--- config.mk ---
export PLATFORM = sky130hd
export DESIGN_NAME = grid_local_maximum_finder
export DESIGN_NICKNAME = d
export VERILOG_FILES = /design/src/hw/rtl/glm_pkg.sv /design/src/hw/rtl/grid_local_maximum_finder.sv /design/src/hw/rtl/glm_ram.sv /design/src/hw/rtl/glm_ctrl.sv /design/src/hw/rtl/glm_datapath.sv
export VERILOG_INCLUDE_DIRS = /design/src /design/src/hw/rtl
export SDC_FILE = /design/constraint.sdc
export NUM_CORES = 2
export LEC_CHECK = 0
export BUFFER_PORTS_ARGS = -buffer_cell sky130_fd_sc_hd__clkbuf_2
export CORE_MARGIN = 5
export CORE_UTILIZATION = 30
export DETAILED_ROUTE_END_ITERATION = 10
export GPL_ROUTABILITY_DRIVEN = 0
export GPL_TIMING_DRIVEN = 0
export MAX_ROUTING_LAYER = met4
export PLACE_DENSITY_LB_ADDON = 0.08
export SLEW_MARGIN = 40
export SYNTH_ARGS = -nofsm -noshare
export SYNTH_HDL_FRONTEND = slang
export SYNTH_SLANG_ARGS = --single-unit
--- constraint.sdc ---
create_clock -name clk_i -period 8.3 [get_ports clk_i]
set_clock_uncertainty 0.15 [all_clocks]
set_input_delay 0.415 -clock clk_i [delete_from_list [all_inputs] [get_ports clk_i]]
set_output_delay 0.415 -clock clk_i [all_outputs]
set_load 0.005 [all_outputs]
--- src/hw/rtl/assert_macros.svh ---
// Assertion macros shared by the grid peak finder RTL.
// Included by the modules that carry concurrent checks; no other dependencies.
`ifndef ASSERT_MACROS_SVH
`define ASSERT_MACROS_SVH

// Property must hold at every clock edge outside reset.
`define ASSERT_CLK(label, clk, rstn, prop, msg) \
  label: assert property (@(posedge clk) disable iff (!rstn) (prop)) \
    else $error(msg);

// Condition must never be true outside reset.
`define ASSERT_NEVER(label, clk, rstn, cond, msg) \
  `ASSERT_CLK(label, clk, rstn, !(cond), msg)

`endif

--- src/hw/rtl/glm_pkg.sv ---
// Package for the grid local maximum finder: widths, register indexes,
// read slot codes and the controller/datapath command and status structs.
package glm_pkg;

  localparam int unsigned VALUE_W    = 32;
  localparam int unsigned ROW_W      = 10;
  localparam int unsigned COL_W      = 5;
  localparam int unsigned ROWS_CFG_W = 11;
  localparam int unsigned COLS_CFG_W = 6;
  localparam int unsigned MAX_ROWS   = 1024;
  localparam int unsigned MAX_COLS   = 32;

  // Three line banks share one RAM; address is {bank, column}.
  localparam int unsigned BANK_W     = 2;
  localparam int unsigned NUM_BANKS  = 3;
  localparam int unsigned RAM_DEPTH  = NUM_BANKS * MAX_COLS;
  localparam int unsigned RAM_AW     = BANK_W + COL_W;

  localparam int unsigned OUT_DATA_W = 16;

  localparam int unsigned CFG_IDX_W  = 1;
  localparam int unsigned CFG_DATA_W = 11;
  localparam logic [CFG_IDX_W-1:0] REG_GRID_ROWS = 1'b0;
  localparam logic [CFG_IDX_W-1:0] REG_GRID_COLS = 1'b1;

  localparam logic [BANK_W-1:0] BANK_0 = 2'd0;
  localparam logic [BANK_W-1:0] BANK_1 = 2'd1;
  localparam logic [BANK_W-1:0] BANK_2 = 2'd2;

  // Read slots of one cell check, issued in this order.
  localparam int unsigned SLOT_W = 3;
  localparam logic [SLOT_W-1:0] SLOT_CENTER = 3'd0;
  localparam logic [SLOT_W-1:0] SLOT_LEFT   = 3'd1;
  localparam logic [SLOT_W-1:0] SLOT_RIGHT  = 3'd2;
  localparam logic [SLOT_W-1:0] SLOT_ABOVE  = 3'd3;
  localparam logic [SLOT_W-1:0] SLOT_BELOW  = 3'd4;

  typedef logic signed [VALUE_W-1:0] value_t;

  typedef struct packed {
    logic              accept;
    logic              load_step;
    logic              load_flush;
    logic              next_flush;
    logic              rd_en;
    logic [SLOT_W-1:0] rd_slot;
    logic              eval;
    logic              finish;
  } cmd_t;

  typedef struct packed {
    logic step_needed;
    logic flush_needed;
    logic flush_done;
    logic hold_valid;
    logic out_free;
  } sts_t;

endpackage

--- src/hw/rtl/grid_local_maximum_finder.sv ---
// Grid local maximum finder, 4-neighbor: top level.
// An item with no check goes straight to the close; a cell check takes five
// reads of the shared line RAM port, a wait for the RAM read data, compare, close.
// The last value of a grid adds a last-row flush: reads, wait and compare per column.
// A peak is held until the next peak or the close; a stalled output holds the compare.
// Reset clears counters and sets both size registers to 1; line RAM is not cleared.
module grid_local_maximum_finder (
  input  logic                           clk_i,
  input  logic                           rst_ni,
  input  logic                           s_axis_tvalid,
  output logic                           s_axis_tready,
  input  logic signed [31:0]             s_axis_tdata,  // [31:0] sample_value
  output logic                           m_axis_tvalid,
  input  logic                           m_axis_tready,
  output logic [glm_pkg::OUT_DATA_W-1:0] m_axis_tdata,  // [9:0] peak_row, [14:10] peak_col
  output logic                           m_axis_tlast,  // run_last
  input  logic                           cfg_valid_i,
  output logic                           cfg_ready_o,
  input  logic [glm_pkg::CFG_IDX_W-1:0]  cfg_index_i,
  input  logic [glm_pkg::CFG_DATA_W-1:0] cfg_data_i
);

  glm_pkg::cmd_t             cmd;
  glm_pkg::sts_t             sts;
  logic [glm_pkg::ROW_W-1:0] out_row;
  logic [glm_pkg::COL_W-1:0] out_col;

  assign cfg_ready_o = 1'b1;

  glm_ctrl u_ctrl (
    .clk_i      (clk_i),
    .rst_ni     (rst_ni),
    .in_valid_i (s_axis_tvalid),
    .in_ready_o (s_axis_tready),
    .sts_i      (sts),
    .cmd_o      (cmd)
  );

  glm_datapath u_datapath (
    .clk_i       (clk_i),
    .rst_ni      (rst_ni),
    .cmd_i       (cmd),
    .sts_o       (sts),
    .sample_i    (s_axis_tdata),
    .cfg_we_i    (cfg_valid_i),
    .cfg_index_i (cfg_index_i),
    .cfg_data_i  (cfg_data_i),
    .out_valid_o (m_axis_tvalid),
    .out_ready_i (m_axis_tready),
    .out_row_o   (out_row),
    .out_col_o   (out_col),
    .out_last_o  (m_axis_tlast)
  );

  assign m_axis_tdata = {1'b0, out_col, out_row};

endmodule

--- src/hw/rtl/glm_ram.sv ---
// Generic single-write, single-read RAM with registered read data.
// No dependencies.
module glm_ram #(
  parameter int unsigned WIDTH = 32,
  parameter int unsigned DEPTH = 96
) (
  input  logic                     clk_i,
  input  logic                     we_i,
  input  logic [$clog2(DEPTH)-1:0] waddr_i,
  input  logic [WIDTH-1:0]         wdata_i,
  input  logic                     re_i,
  input  logic [$clog2(DEPTH)-1:0] raddr_i,
  output logic [WIDTH-1:0]         rdata_o
);

  logic [WIDTH-1:0] mem_q [DEPTH];
  logic [WIDTH-1:0] rdata_q;

  always_ff @(posedge clk_i) begin
    if (we_i) begin
      mem_q[waddr_i] <= wdata_i;
    end
    if (re_i) begin
      rdata_q <= mem_q[raddr_i];
    end
  end

  assign rdata_o = rdata_q;

endmodule

--- src/hw/rtl/glm_ctrl.sv ---
// Controller of the grid peak finder: sequences accept, line reads, cell
// checks, the last-row flush and the counter update. Uses glm_pkg.
`include "assert_macros.svh"

module glm_ctrl (
  input  logic          clk_i,
  input  logic          rst_ni,
  input  logic          in_valid_i,
  output logic          in_ready_o,
  input  glm_pkg::sts_t sts_i,
  output glm_pkg::cmd_t cmd_o
);

  localparam logic [2:0] ST_IDLE   = 3'd0;
  localparam logic [2:0] ST_READ   = 3'd1;
  localparam logic [2:0] ST_WAIT   = 3'd2;
  localparam logic [2:0] ST_EVAL   = 3'd3;
  localparam logic [2:0] ST_FINISH = 3'd4;

  logic [2:0]                  state_q, state_d;
  logic [glm_pkg::SLOT_W-1:0]  rd_cnt_q, rd_cnt_d;
  logic                        flushing_q, flushing_d;

  always_comb begin
    state_d    = state_q;
    rd_cnt_d   = rd_cnt_q;
    flushing_d = flushing_q;
    cmd_o      = '0;
    in_ready_o = 1'b0;
    case (state_q)
      ST_IDLE: begin
        in_ready_o = 1'b1;
        if (in_valid_i) begin
          cmd_o.accept = 1'b1;
          rd_cnt_d     = glm_pkg::SLOT_CENTER;
          if (sts_i.step_needed) begin
            cmd_o.load_step = 1'b1;
            flushing_d      = 1'b0;
            state_d         = ST_READ;
          end else if (sts_i.flush_needed) begin
            cmd_o.load_flush = 1'b1;
            flushing_d       = 1'b1;
            state_d          = ST_READ;
          end else begin
            state_d = ST_FINISH;
          end
        end
      end
      ST_READ: begin
        cmd_o.rd_en   = 1'b1;
        cmd_o.rd_slot = rd_cnt_q;
        if (rd_cnt_q == glm_pkg::SLOT_BELOW) begin
          rd_cnt_d = glm_pkg::SLOT_CENTER;
          state_d  = ST_WAIT;
        end else begin
          rd_cnt_d = rd_cnt_q + 1'b1;
        end
      end
      ST_WAIT: begin
        state_d = ST_EVAL;
      end
      ST_EVAL: begin
        // hold until the output register can take a displaced result
        if (sts_i.out_free) begin
          cmd_o.eval = 1'b1;
          if (flushing_q) begin
            if (sts_i.flush_done) begin
              state_d = ST_FINISH;
            end else begin
              cmd_o.next_flush = 1'b1;
              state_d          = ST_READ;
            end
          end else if (sts_i.flush_needed) begin
            cmd_o.load_flush = 1'b1;
            flushing_d       = 1'b1;
            state_d          = ST_READ;
          end else begin
            state_d = ST_FINISH;
          end
        end
      end
      ST_FINISH: begin
        if (!sts_i.hold_valid || sts_i.out_free) begin
          cmd_o.finish = 1'b1;
          state_d      = ST_IDLE;
        end
      end
      default: begin
        state_d = ST_IDLE;
      end
    endcase
  end

  always_ff @(posedge clk_i or negedge rst_ni) begin
    if (!rst_ni) begin
      state_q    <= ST_IDLE;
      rd_cnt_q   <= glm_pkg::SLOT_CENTER;
      flushing_q <= 1'b0;
    end else begin
      state_q    <= state_d;
      rd_cnt_q   <= rd_cnt_d;
      flushing_q <= flushing_d;
    end
  end

  `ASSERT_CLK(a_busy_after_accept, clk_i, rst_ni, cmd_o.accept |=> !in_ready_o, "ready after accept")
  `ASSERT_NEVER(a_idle_hold_empty, clk_i, rst_ni, (state_q == ST_IDLE) && sts_i.hold_valid, "held result in idle")

endmodule

--- src/hw/rtl/glm_datapath.sv ---
// Datapath of the grid peak finder: config registers, position counters,
// rotating line banks in one RAM, neighbor compare and result buffering.
// Uses glm_pkg and glm_ram.
`include "assert_macros.svh"

module glm_datapath (
  input  logic                              clk_i,
  input  logic                              rst_ni,
  input  glm_pkg::cmd_t                     cmd_i,
  output glm_pkg::sts_t                     sts_o,
  input  glm_pkg::value_t                   sample_i,
  input  logic                              cfg_we_i,
  input  logic [glm_pkg::CFG_IDX_W-1:0]     cfg_index_i,
  input  logic [glm_pkg::CFG_DATA_W-1:0]    cfg_data_i,
  output logic                              out_valid_o,
  input  logic                              out_ready_i,
  output logic [glm_pkg::ROW_W-1:0]         out_row_o,
  output logic [glm_pkg::COL_W-1:0]         out_col_o,
  output logic                              out_last_o
);

  logic [glm_pkg::ROWS_CFG_W-1:0] rows_cfg_q, rows_eff;
  logic [glm_pkg::COLS_CFG_W-1:0] cols_cfg_q, cols_eff;
  logic [glm_pkg::ROW_W-1:0]      row_q;
  logic [glm_pkg::COL_W-1:0]      col_q;
  logic [glm_pkg::BANK_W-1:0]     new_bank_q, mid_bank_q, old_bank_q;
  logic                           last_col, last_row;

  // current cell check
  logic [glm_pkg::COL_W-1:0]      chk_col_q;
  logic [glm_pkg::ROW_W-1:0]      chk_row_q;
  logic [glm_pkg::BANK_W-1:0]     line_bank_q, above_bank_q, below_bank_q;
  logic                           has_above_q, has_below_q;

  logic                           rd_valid_q;
  logic [glm_pkg::SLOT_W-1:0]     rd_slot_q;
  logic [glm_pkg::RAM_AW-1:0]     raddr;
  logic [glm_pkg::VALUE_W-1:0]    rdata;
  glm_pkg::value_t                center_q, left_q, right_q, above_q, below_q;
  logic                           is_peak;

  logic                           hold_valid_q;
  logic [glm_pkg::ROW_W-1:0]      hold_row_q;
  logic [glm_pkg::COL_W-1:0]      hold_col_q;
  logic                           out_valid_q, out_free, out_load;
  logic [glm_pkg::ROW_W-1:0]      out_row_q;
  logic [glm_pkg::COL_W-1:0]      out_col_q;
  logic                           out_last_q;

  // Clamp the raw register values to the supported range.
  always_comb begin
    if (rows_cfg_q == '0) begin
      rows_eff = glm_pkg::ROWS_CFG_W'(1);
    end else if (rows_cfg_q > glm_pkg::ROWS_CFG_W'(glm_pkg::MAX_ROWS)) begin
      rows_eff = glm_pkg::ROWS_CFG_W'(glm_pkg::MAX_ROWS);
    end else begin
      rows_eff = rows_cfg_q;
    end
    if (cols_cfg_q == '0) begin
      cols_eff = glm_pkg::COLS_CFG_W'(1);
    end else if (cols_cfg_q > glm_pkg::COLS_CFG_W'(glm_pkg::MAX_COLS)) begin
      cols_eff = glm_pkg::COLS_CFG_W'(glm_pkg::MAX_COLS);
    end else begin
      cols_eff = cols_cfg_q;
    end
  end

  assign last_col = ({1'b0, col_q} + 1'b1) >= cols_eff;
  assign last_row = ({1'b0, row_q} + 1'b1) >= rows_eff;

  assign out_free = !out_valid_q || out_ready_i;

  assign sts_o.step_needed  = (row_q != '0) && ({1'b0, col_q} < cols_eff);
  assign sts_o.flush_needed = last_col && last_row;
  assign sts_o.flush_done   = ({1'b0, chk_col_q} + 1'b1) >= cols_eff;
  assign sts_o.hold_valid   = hold_valid_q;
  assign sts_o.out_free     = out_free;

  always_comb begin
    case (cmd_i.rd_slot)
      glm_pkg::SLOT_CENTER: raddr = {line_bank_q, chk_col_q};
      glm_pkg::SLOT_LEFT:   raddr = {line_bank_q, chk_col_q - 1'b1};
      glm_pkg::SLOT_RIGHT:  raddr = {line_bank_q, chk_col_q + 1'b1};
      glm_pkg::SLOT_ABOVE:  raddr = {above_bank_q, chk_col_q};
      glm_pkg::SLOT_BELOW:  raddr = {below_bank_q, chk_col_q};
      default:              raddr = {line_bank_q, chk_col_q};
    endcase
  end

  glm_ram #(
    .WIDTH(glm_pkg::VALUE_W),
    .DEPTH(glm_pkg::RAM_DEPTH)
  ) u_line_ram (
    .clk_i   (clk_i),
    .we_i    (cmd_i.accept),
    .waddr_i ({new_bank_q, col_q}),
    .wdata_i (sample_i),
    .re_i    (cmd_i.rd_en),
    .raddr_i (raddr),
    .rdata_o (rdata)
  );

  // Neighbors outside the grid drop out of the compare.
  assign is_peak = !(has_above_q && (center_q < above_q))
                && !(has_below_q && (center_q < below_q))
                && !((chk_col_q != '0) && (center_q < left_q))
                && !((({1'b0, chk_col_q} + 1'b1) < cols_eff) && (center_q < right_q));

  assign out_load = (cmd_i.eval && is_peak && hold_valid_q)
                 || (cmd_i.finish && hold_valid_q);

  // Control state
  always_ff @(posedge clk_i or negedge rst_ni) begin
    if (!rst_ni) begin
      rows_cfg_q   <= glm_pkg::ROWS_CFG_W'(1);
      cols_cfg_q   <= glm_pkg::COLS_CFG_W'(1);
      row_q        <= '0;
      col_q        <= '0;
      new_bank_q   <= glm_pkg::BANK_0;
      mid_bank_q   <= glm_pkg::BANK_1;
      old_bank_q   <= glm_pkg::BANK_2;
      rd_valid_q   <= 1'b0;
      rd_slot_q    <= glm_pkg::SLOT_CENTER;
      hold_valid_q <= 1'b0;
      out_valid_q  <= 1'b0;
    end else begin
      if (cfg_we_i) begin
        case (cfg_index_i)
          glm_pkg::REG_GRID_ROWS: rows_cfg_q <= cfg_data_i;
          glm_pkg::REG_GRID_COLS: cols_cfg_q <= cfg_data_i[glm_pkg::COLS_CFG_W-1:0];
          default: ;
        endcase
      end
      rd_valid_q <= cmd_i.rd_en;
      rd_slot_q  <= cmd_i.rd_slot;
      if (cmd_i.eval && is_peak) begin
        hold_valid_q <= 1'b1;
      end else if (cmd_i.finish) begin
        hold_valid_q <= 1'b0;
      end
      if (out_load) begin
        out_valid_q <= 1'b1;
      end else if (out_ready_i) begin
        out_valid_q <= 1'b0;
      end
      if (cmd_i.finish) begin
        if (last_col) begin
          col_q <= '0;
          if (last_row) begin
            row_q <= '0;
          end else begin
            // rotate banks: newest becomes middle, middle becomes older
            row_q      <= row_q + 1'b1;
            new_bank_q <= old_bank_q;
            mid_bank_q <= new_bank_q;
            old_bank_q <= mid_bank_q;
          end
        end else begin
          col_q <= col_q + 1'b1;
        end
      end
    end
  end

  // Payload
  always_ff @(posedge clk_i) begin
    if (cmd_i.load_step) begin
      chk_col_q    <= col_q;
      chk_row_q    <= row_q - 1'b1;
      line_bank_q  <= mid_bank_q;
      above_bank_q <= old_bank_q;
      below_bank_q <= new_bank_q;
      has_above_q  <= row_q >= glm_pkg::ROW_W'(2);
      has_below_q  <= 1'b1;
    end else if (cmd_i.load_flush) begin
      chk_col_q    <= '0;
      chk_row_q    <= row_q;
      line_bank_q  <= new_bank_q;
      above_bank_q <= mid_bank_q;
      below_bank_q <= new_bank_q;
      has_above_q  <= row_q != '0;
      has_below_q  <= 1'b0;
    end else if (cmd_i.next_flush) begin
      chk_col_q <= chk_col_q + 1'b1;
    end
    if (rd_valid_q) begin
      case (rd_slot_q)
        glm_pkg::SLOT_CENTER: center_q <= rdata;
        glm_pkg::SLOT_LEFT:   left_q   <= rdata;
        glm_pkg::SLOT_RIGHT:  right_q  <= rdata;
        glm_pkg::SLOT_ABOVE:  above_q  <= rdata;
        glm_pkg::SLOT_BELOW:  below_q  <= rdata;
        default: ;
      endcase
    end
    if (cmd_i.eval && is_peak) begin
      hold_row_q <= chk_row_q;
      hold_col_q <= chk_col_q;
    end
    if (out_load) begin
      out_row_q  <= hold_row_q;
      out_col_q  <= hold_col_q;
      out_last_q <= cmd_i.finish;
    end
  end

  assign out_valid_o = out_valid_q;
  assign out_row_o   = out_row_q;
  assign out_col_o   = out_col_q;
  assign out_last_o  = out_last_q;

  `ASSERT_CLK(a_banks_distinct, clk_i, rst_ni, (new_bank_q != mid_bank_q) && (mid_bank_q != old_bank_q) && (new_bank_q != old_bank_q), "line banks overlap")
  `ASSERT_CLK(a_finish_flushes_hold, clk_i, rst_ni, (cmd_i.finish && hold_valid_q) |=> (out_valid_q && out_last_q && !hold_valid_q), "held result not closed")

endmodule
# == Yosys cells after proc, flatten, opt, wreduce, memory -nomap -nowiden ==
# Memories as Yosys holds them, arrays and structs flattened. A register that Yosys moved wholly into a read port is not among the register bits.
# Cells that the tools add are included.
# totals
reg_bits,265
mem_bits_rw,3072
inputBits,49
memories,1
output_inout_bits,20
# memory_table
memory,depth,width,read_ports,rd_clocked_by_memory_dff,write_ports,line,rtl
u_datapath.u_line_ram.mem_q,96,32,1,1,1,glm_ram.sv:16,logic [WIDTH-1:0] mem_q [DEPTH];
# classes
bitwise,2
addsub,9
muxes,60
order_cmp,12
n_eq_ne,18
n_reduce_logical,45
# ops
cell,count
$lt A32 B32 Y1,4
$mux W3,11
$mux W10,3
$pmux W7 S4,1
$mux W1,25
$mux W11,2
$mux W5,4
$eq A3 B2 Y1 const B,6
$reduce_and A2 Y1,9
$pmux W3 S5,1
$mux W2,7
$add A5 B1 Y6 const B,2
$eq A3 B3 Y1 const B,4
$ge A6 B6 Y1,2
$logic_and A1 B1 Y1,12
$mux W6,2
$add A10 B1 Y11 const B,1
$ge A11 B11 Y1,1
$gt A11 B11 Y1 const B,1
$logic_not A11 Y1,1
$add A10 B1 Y10 const B,1
$add A5 B1 Y5 const B,2
$ge A10 B2 Y1 const B,1
$reduce_bool A10 Y1,1
other kinds (23),42

# == Longest topological paths before layout ==
# logic_depth
ltp_word,12
ltp_mapped,18
ltp_nobuf,14

# == Cells and area by module ==
# A second synthesis with hierarchy kept.
# unflattened
cells_unflattened,6377
area_unflattened_um2,132128.0
# by_module_without_submodules
mod,cells_each,area_per_inst_um2,n_inst,seq_area_each_um2
glm_ram,5279,118618.8,1,93209.4
glm_datapath,1026,12936.2,1,7522.2
glm_ctrl,68,550.5,1,175.2
grid_local_maximum_finder,4,22.5,1,0.0

# == Least setup slack after synthesis ==
# Ideal clock, no wire load.
# synth_timing
path_type,flip-flop to flip-flop
from,register u_datapath.center_q[13]
to,register u_datapath.out_col_q (netlist bit u_datapath.out_col_o[0]) (enable)
n_path_buf,0
path_stages_with_launch,10
setup_ns,0.413
arrival_time_ns,3.389
t_required_ns,7.737
slack_ns,4.348
path_cell_list,edfxtp_1 > ha_1 > a21o_1 > a211o_1 > a41oi_1 > o31ai_1 > a2111oi_0 > nor4b_1 > nand4b_1 > o21ai_0
# synth_via
elab_chain_cells,9
elab_cells_between_ends,18
cone_classes,4 x order compare; 14 x reduce/logical
# synth_lines
item,line,rtl
start: declaration,glm_datapath.sv:39,"glm_pkg::value_t center_q, left_q, right_q, above_q, below_q;"
start signal: assignment,glm_datapath.sv:188,glm_pkg::SLOT_CENTER: center_q <= rdata;
$lt A32 B32 Y1 (on tied branches),"glm_datapath.sv:104, glm_datapath.sv:105",
$logic_and A1 B1 Y1 (on tied branches),"glm_datapath.sv:104, glm_datapath.sv:105",
$logic_not A1 Y1 (on tied branches),"glm_datapath.sv:104, glm_datapath.sv:105",
$logic_and A1 B1 Y1,glm_datapath.sv:105,&& !(has_below_q && (center_q < below_q))
$logic_and A1 B1 Y1,glm_datapath.sv:106,&& !((chk_col_q != '0) && (center_q < left_q))
$logic_and A1 B1 Y1 (*),glm_datapath.sv:107,"&& !((({1'b0, chk_col_q} + 1'b1) < cols_eff) && (center_q < right_q));"
$logic_and A1 B1 Y1 (*) (2 in series),glm_datapath.sv:109,assign out_load = (cmd_i.eval && is_peak && hold_valid_q)
$logic_or A1 B1 Y1 (*),glm_datapath.sv:110,|| (cmd_i.finish && hold_valid_q);
named net u_datapath.out_load,glm_datapath.sv:45,"logic out_valid_q, out_free, out_load;"
end signal: assignment,glm_datapath.sv:202,out_col_q <= hold_col_q;
end: declaration,glm_datapath.sv:47,logic [glm_pkg::COL_W-1:0] out_col_q;
# Mark *: on every way through the listed nets, which the timed path passes. The rest lies on a longest branch.
# A chain may end at the register's enable or synchronous reset.

# == Final worst setup path ==
# layout_timing
from,register u_datapath.chk_col_q[0] (netlist bit)
to,"register u_datapath.u_line_ram.rdata_q[1], in the netlist u_datapath.u_line_ram.rdata_o[1] (read register of u_datapath.u_line_ram.mem_q) (data pin)"
# layout_via
elab_chain_cells,2
elab_cells_between_ends,3
cone_classes,2 x add/sub; 1 x mux
# layout_lines
item,line,rtl
start: declaration,glm_datapath.sv:30,logic [glm_pkg::COL_W-1:0] chk_col_q;
start signal: assignment,glm_datapath.sv:168,chk_col_q <= col_q;
start signal: assignment,glm_datapath.sv:184,chk_col_q <= chk_col_q + 1'b1;
$add A5 B1 Y5 / $sub A5 B1 Y5 (equally long branches),"glm_datapath.sv:83, glm_datapath.sv:82",
$pmux W7 S4 (*),glm_datapath.sv:80,case (cmd_i.rd_slot)
end: declaration,glm_ram.sv:17,logic [WIDTH-1:0] rdata_q;
# Mark *: on every way between the ends. The rest lies on a longest branch, timed or not.

==> results.ini <==
[critical_path]
critPathRequiredTime_ps=8800
rr_endpoint=u_datapath.u_line_ram.rdata_o[1]
critPathKind=reg2reg
endpoint_kind=flip-flop
r2r.worst_path.cells=16
r2r-start=u_datapath.chk_col_q[0]
worstPathMaxFanout=11
crit_path_start_kind=flip-flop
reg2reg_slack_ps=290
worstPathArrival_ps=8520

[finish]
fillers=40700
num-nets-final=8784
drive_gt1_share_pct=23.6
seq_area_um2=101000
syn_to_final_growth_pct=25.6
fin_area_um2=167000
multi_input_area_um2=30700

[timing]
holdWs_ps=122
period_needed_ps=8010
setup_violations=0
drv_slew=0
hold_viol=0
rsz0062_at_grt=no
post-route-period-util_pct=96.5
layout_setup_ws_ps=287
tns_ps=0
fmax_mhz=125
tightest_slew_ps=1010
relSlewSlack_pct=32.0

[cts]
numCtsBuffers=387
cts.repair.resized=0
clk_latency_ps=1030
clock_path_buffers=4
clock_sinks=3369
cts-root-buf=clkbuf_16
cts_tree=built
path_clk_slew_ps=60
ctsHtreeMaxLevel=5

[hold_path]
holdPathStages=3
hold_path_class=in2reg
hold_path_end=u_datapath.rows_cfg_q[4]
min_from=cfg_data_i[4]

[logic_synthesis]
synth.area.top_cells=edfxtp_1, mux4_2, nand2_1
synth_top_area_share_pct=74.8
synthDistinctLibCells=88
synth_nets=7755
yosysTopAreaCell=edfxtp_1
avgSynthCellArea_um2=17.6
synth_flop_cell=edfxtp_1
syn-cell-area_um2=133000
synthArstFlopShare_pct=1.51
ys_warn_count=0
synth-edff-count=3317
synth.yosys.seq_area_share_pct=75.8
synthCells=7545
synth-seq-cells=3369

[status]
status=finished clean

[job]
drv_cap=0

[floorplan]
core_area_um2=442000
pin_count=69
start_util_pct=30.1
chipHeight_um=676
dieWidth_um=676
die_area_um2=457000
fp-row-count=244

[global_route]
grt_start_max_net_pins=97
grt_pass1_wl_mm=799
grt_pass1_vias=78900
antenna_found_initial=61
grtUsageTotal_pct=27.4
grt-ovfl-total=0

[place]
dp_worst_setup_slack_ps=344
placed_cell_area_um2=154000
hpwl_mm=460
port_buffers=66

[routing]
num_vias=82500
wirelength_mm=621
post_drt_wl_per_cell_um=41.8
drtIter0Drc=11700
dr.pass1.iters=6
drc_errors=0
viasPerCell=5.56
ant_nets=0

[pwr]
totalPowerFinal_mw=56.4
ir_worst_vdd_mv=0.182
powerDensity_nw_per_um2=337
p_leak_nw=55.7

[critical path: stages (launching register included)]
cell	delay, ps
edfxtp_1	480
buf_4	230
inv_1	270
ha_1	360
clkbuf_1	250
nor3b_1	280
mux2i_1	200
nand2_1	410
buf_2	470
buf_2	650
buf_2	730
buf_2	500
clkbuf_2	590
nand2_1	390
a311oi_2	730
nand3_1	260
nand3_1	610
[logic make-up after synthesis]
kind of cell / count (synthesis) / synth area share (%)
flip-flops: 3369 / 75.8
AND/OR/NAND/NOR: 1861 / 6.10
AO/OA/AOI/OAI: 817 / 4.32
multiplexers: 751 / 9.99
buffers and inverters: 557 / 2.07
adder cells (fa/ha/maj): 161 / 1.51
XOR/XNOR: 27 / 0.183
other: 2 / 0.00564
[Yosys cell counts (28+ instances only)]
cell type,instances
a211oi_1,39
a21o_1,40
a21oi_1,124
a31oi_1,108
a32oi_1,162
and3_1,42
buf_1,53
buf_2,109
buf_4,34
buf_6,28
clkbuf_1,169
dfrtp_1,47
edfxtp_1,3317
ha_1,161
inv_1,149
mux2i_1,269
mux4_2,451
nand2_1,1107
nand3_1,271
nand4_1,69
nor2_1,201
nor3_1,34
o21ai_0,99
o22ai_1,63
[placed cells by master, fill, tap and decap left out, types with 69 or more instances in the layout]
cell / count
buf_16: 322
nand3_1: 266
buf_8: 127
nand2_1: 1101
nor2_1: 96
a32oi_1: 160
mux2i_1: 267
mux4_2: 451
nand4_1: 69
buf_2: 152
clkbuf_16: 394
edfxtp_1: 3317
clkbuf_1: 163
o21ai_0: 94
clkbuf_2: 127
nor2_4: 101
ha_1: 161
clkinv_1: 88
a21oi_1: 118
inv_1: 149
a31oi_1: 103
[final cells by class]
type / count / area share, %
Antenna cell: 60 / 0.0898
Buffer: 408 / 1.45
Clock buffer: 503 / 6.19
Clock inverter: 196 / 1.02
Inverter: 149 / 0.335
Multi-Input combinational cell: 3619 / 18.4
Sequential cell: 3369 / 60.4
Tap cell: 5904 / 4.42
Timing Repair Buffer: 640 / 7.75
[worst max-delay path by stage]
stage | slack, ps | to | from
after floorplan | 4350 | u_datapath.out_col_o[0] | u_datapath.center_q[13]
after global placement | -1760 | u_datapath.u_line_ram.rdata_o[5] | u_datapath.chk_col_q[1]
after detailed placement | 340 | u_datapath.u_line_ram.rdata_o[1] | u_datapath.chk_col_q[0]
after CTS | 340 | u_datapath.u_line_ram.rdata_o[1] | u_datapath.chk_col_q[0]
after global routing | 450 | u_datapath.u_line_ram.rdata_o[13] | u_datapath.chk_col_q[0]
final | 290 | u_datapath.u_line_ram.rdata_o[1] | u_datapath.chk_col_q[0]
[routing by layer]
metal	global-route usage (%)	part of all wire, %	vias to the layer above	wire length [µm]
li1	-	-	32300	-
met1	35.8	41	44600	252000
met2	41.3	45	4533	280000
met3	5.19	8.3	1098	51600
met4	13.0	6.0	0	37200
met5	-	0	-	0
[sequential cells by signal, summed over array words and instances (netlist names), 5 cells and up]
register	flops
u_datapath.out_row_o	10
u_datapath.out_col_o	5
u_datapath.chk_col_q	5
u_datapath.row_q	10
u_datapath.rows_cfg_q	11
u_datapath.u_line_ram.mem_q	3072
u_datapath.right_q	32
u_datapath.left_q	32
u_datapath.hold_row_q	10
u_datapath.cols_cfg_q	6
u_datapath.chk_row_q	10
u_datapath.col_q	5
u_datapath.hold_col_q	5
u_datapath.below_q	32
u_datapath.above_q	32
u_datapath.u_line_ram.rdata_o	32
u_datapath.center_q	32
[what timing repair did]
| item | 4_1_cts | 5_1_grt |
|---|---|---|
| buffers inserted | 0 | 0 |
| hold buffers | 62 | 0 |
| setup endpoints to repair | 0 | 0 |
| endpoints found under the hold margin | 2278 | 0 |
[power breakdown]
group / total [mW] / switching, mW / internal, mW
sequential: 19.6 / 0.326 / 19.3
combinational: 20.1 / 14.3 / 5.81
clock: 16.7 / 7.15 / 9.53
[through the flow]
stage,utilization [%],cells
after detailed placement,34.9,14000
after CTS,37.8,14800
after floorplan,-,7545
after global placement,31.9,13500
final,37.8,14800
after global routing,37.8,14800
(Power assumes the default switching activity.)
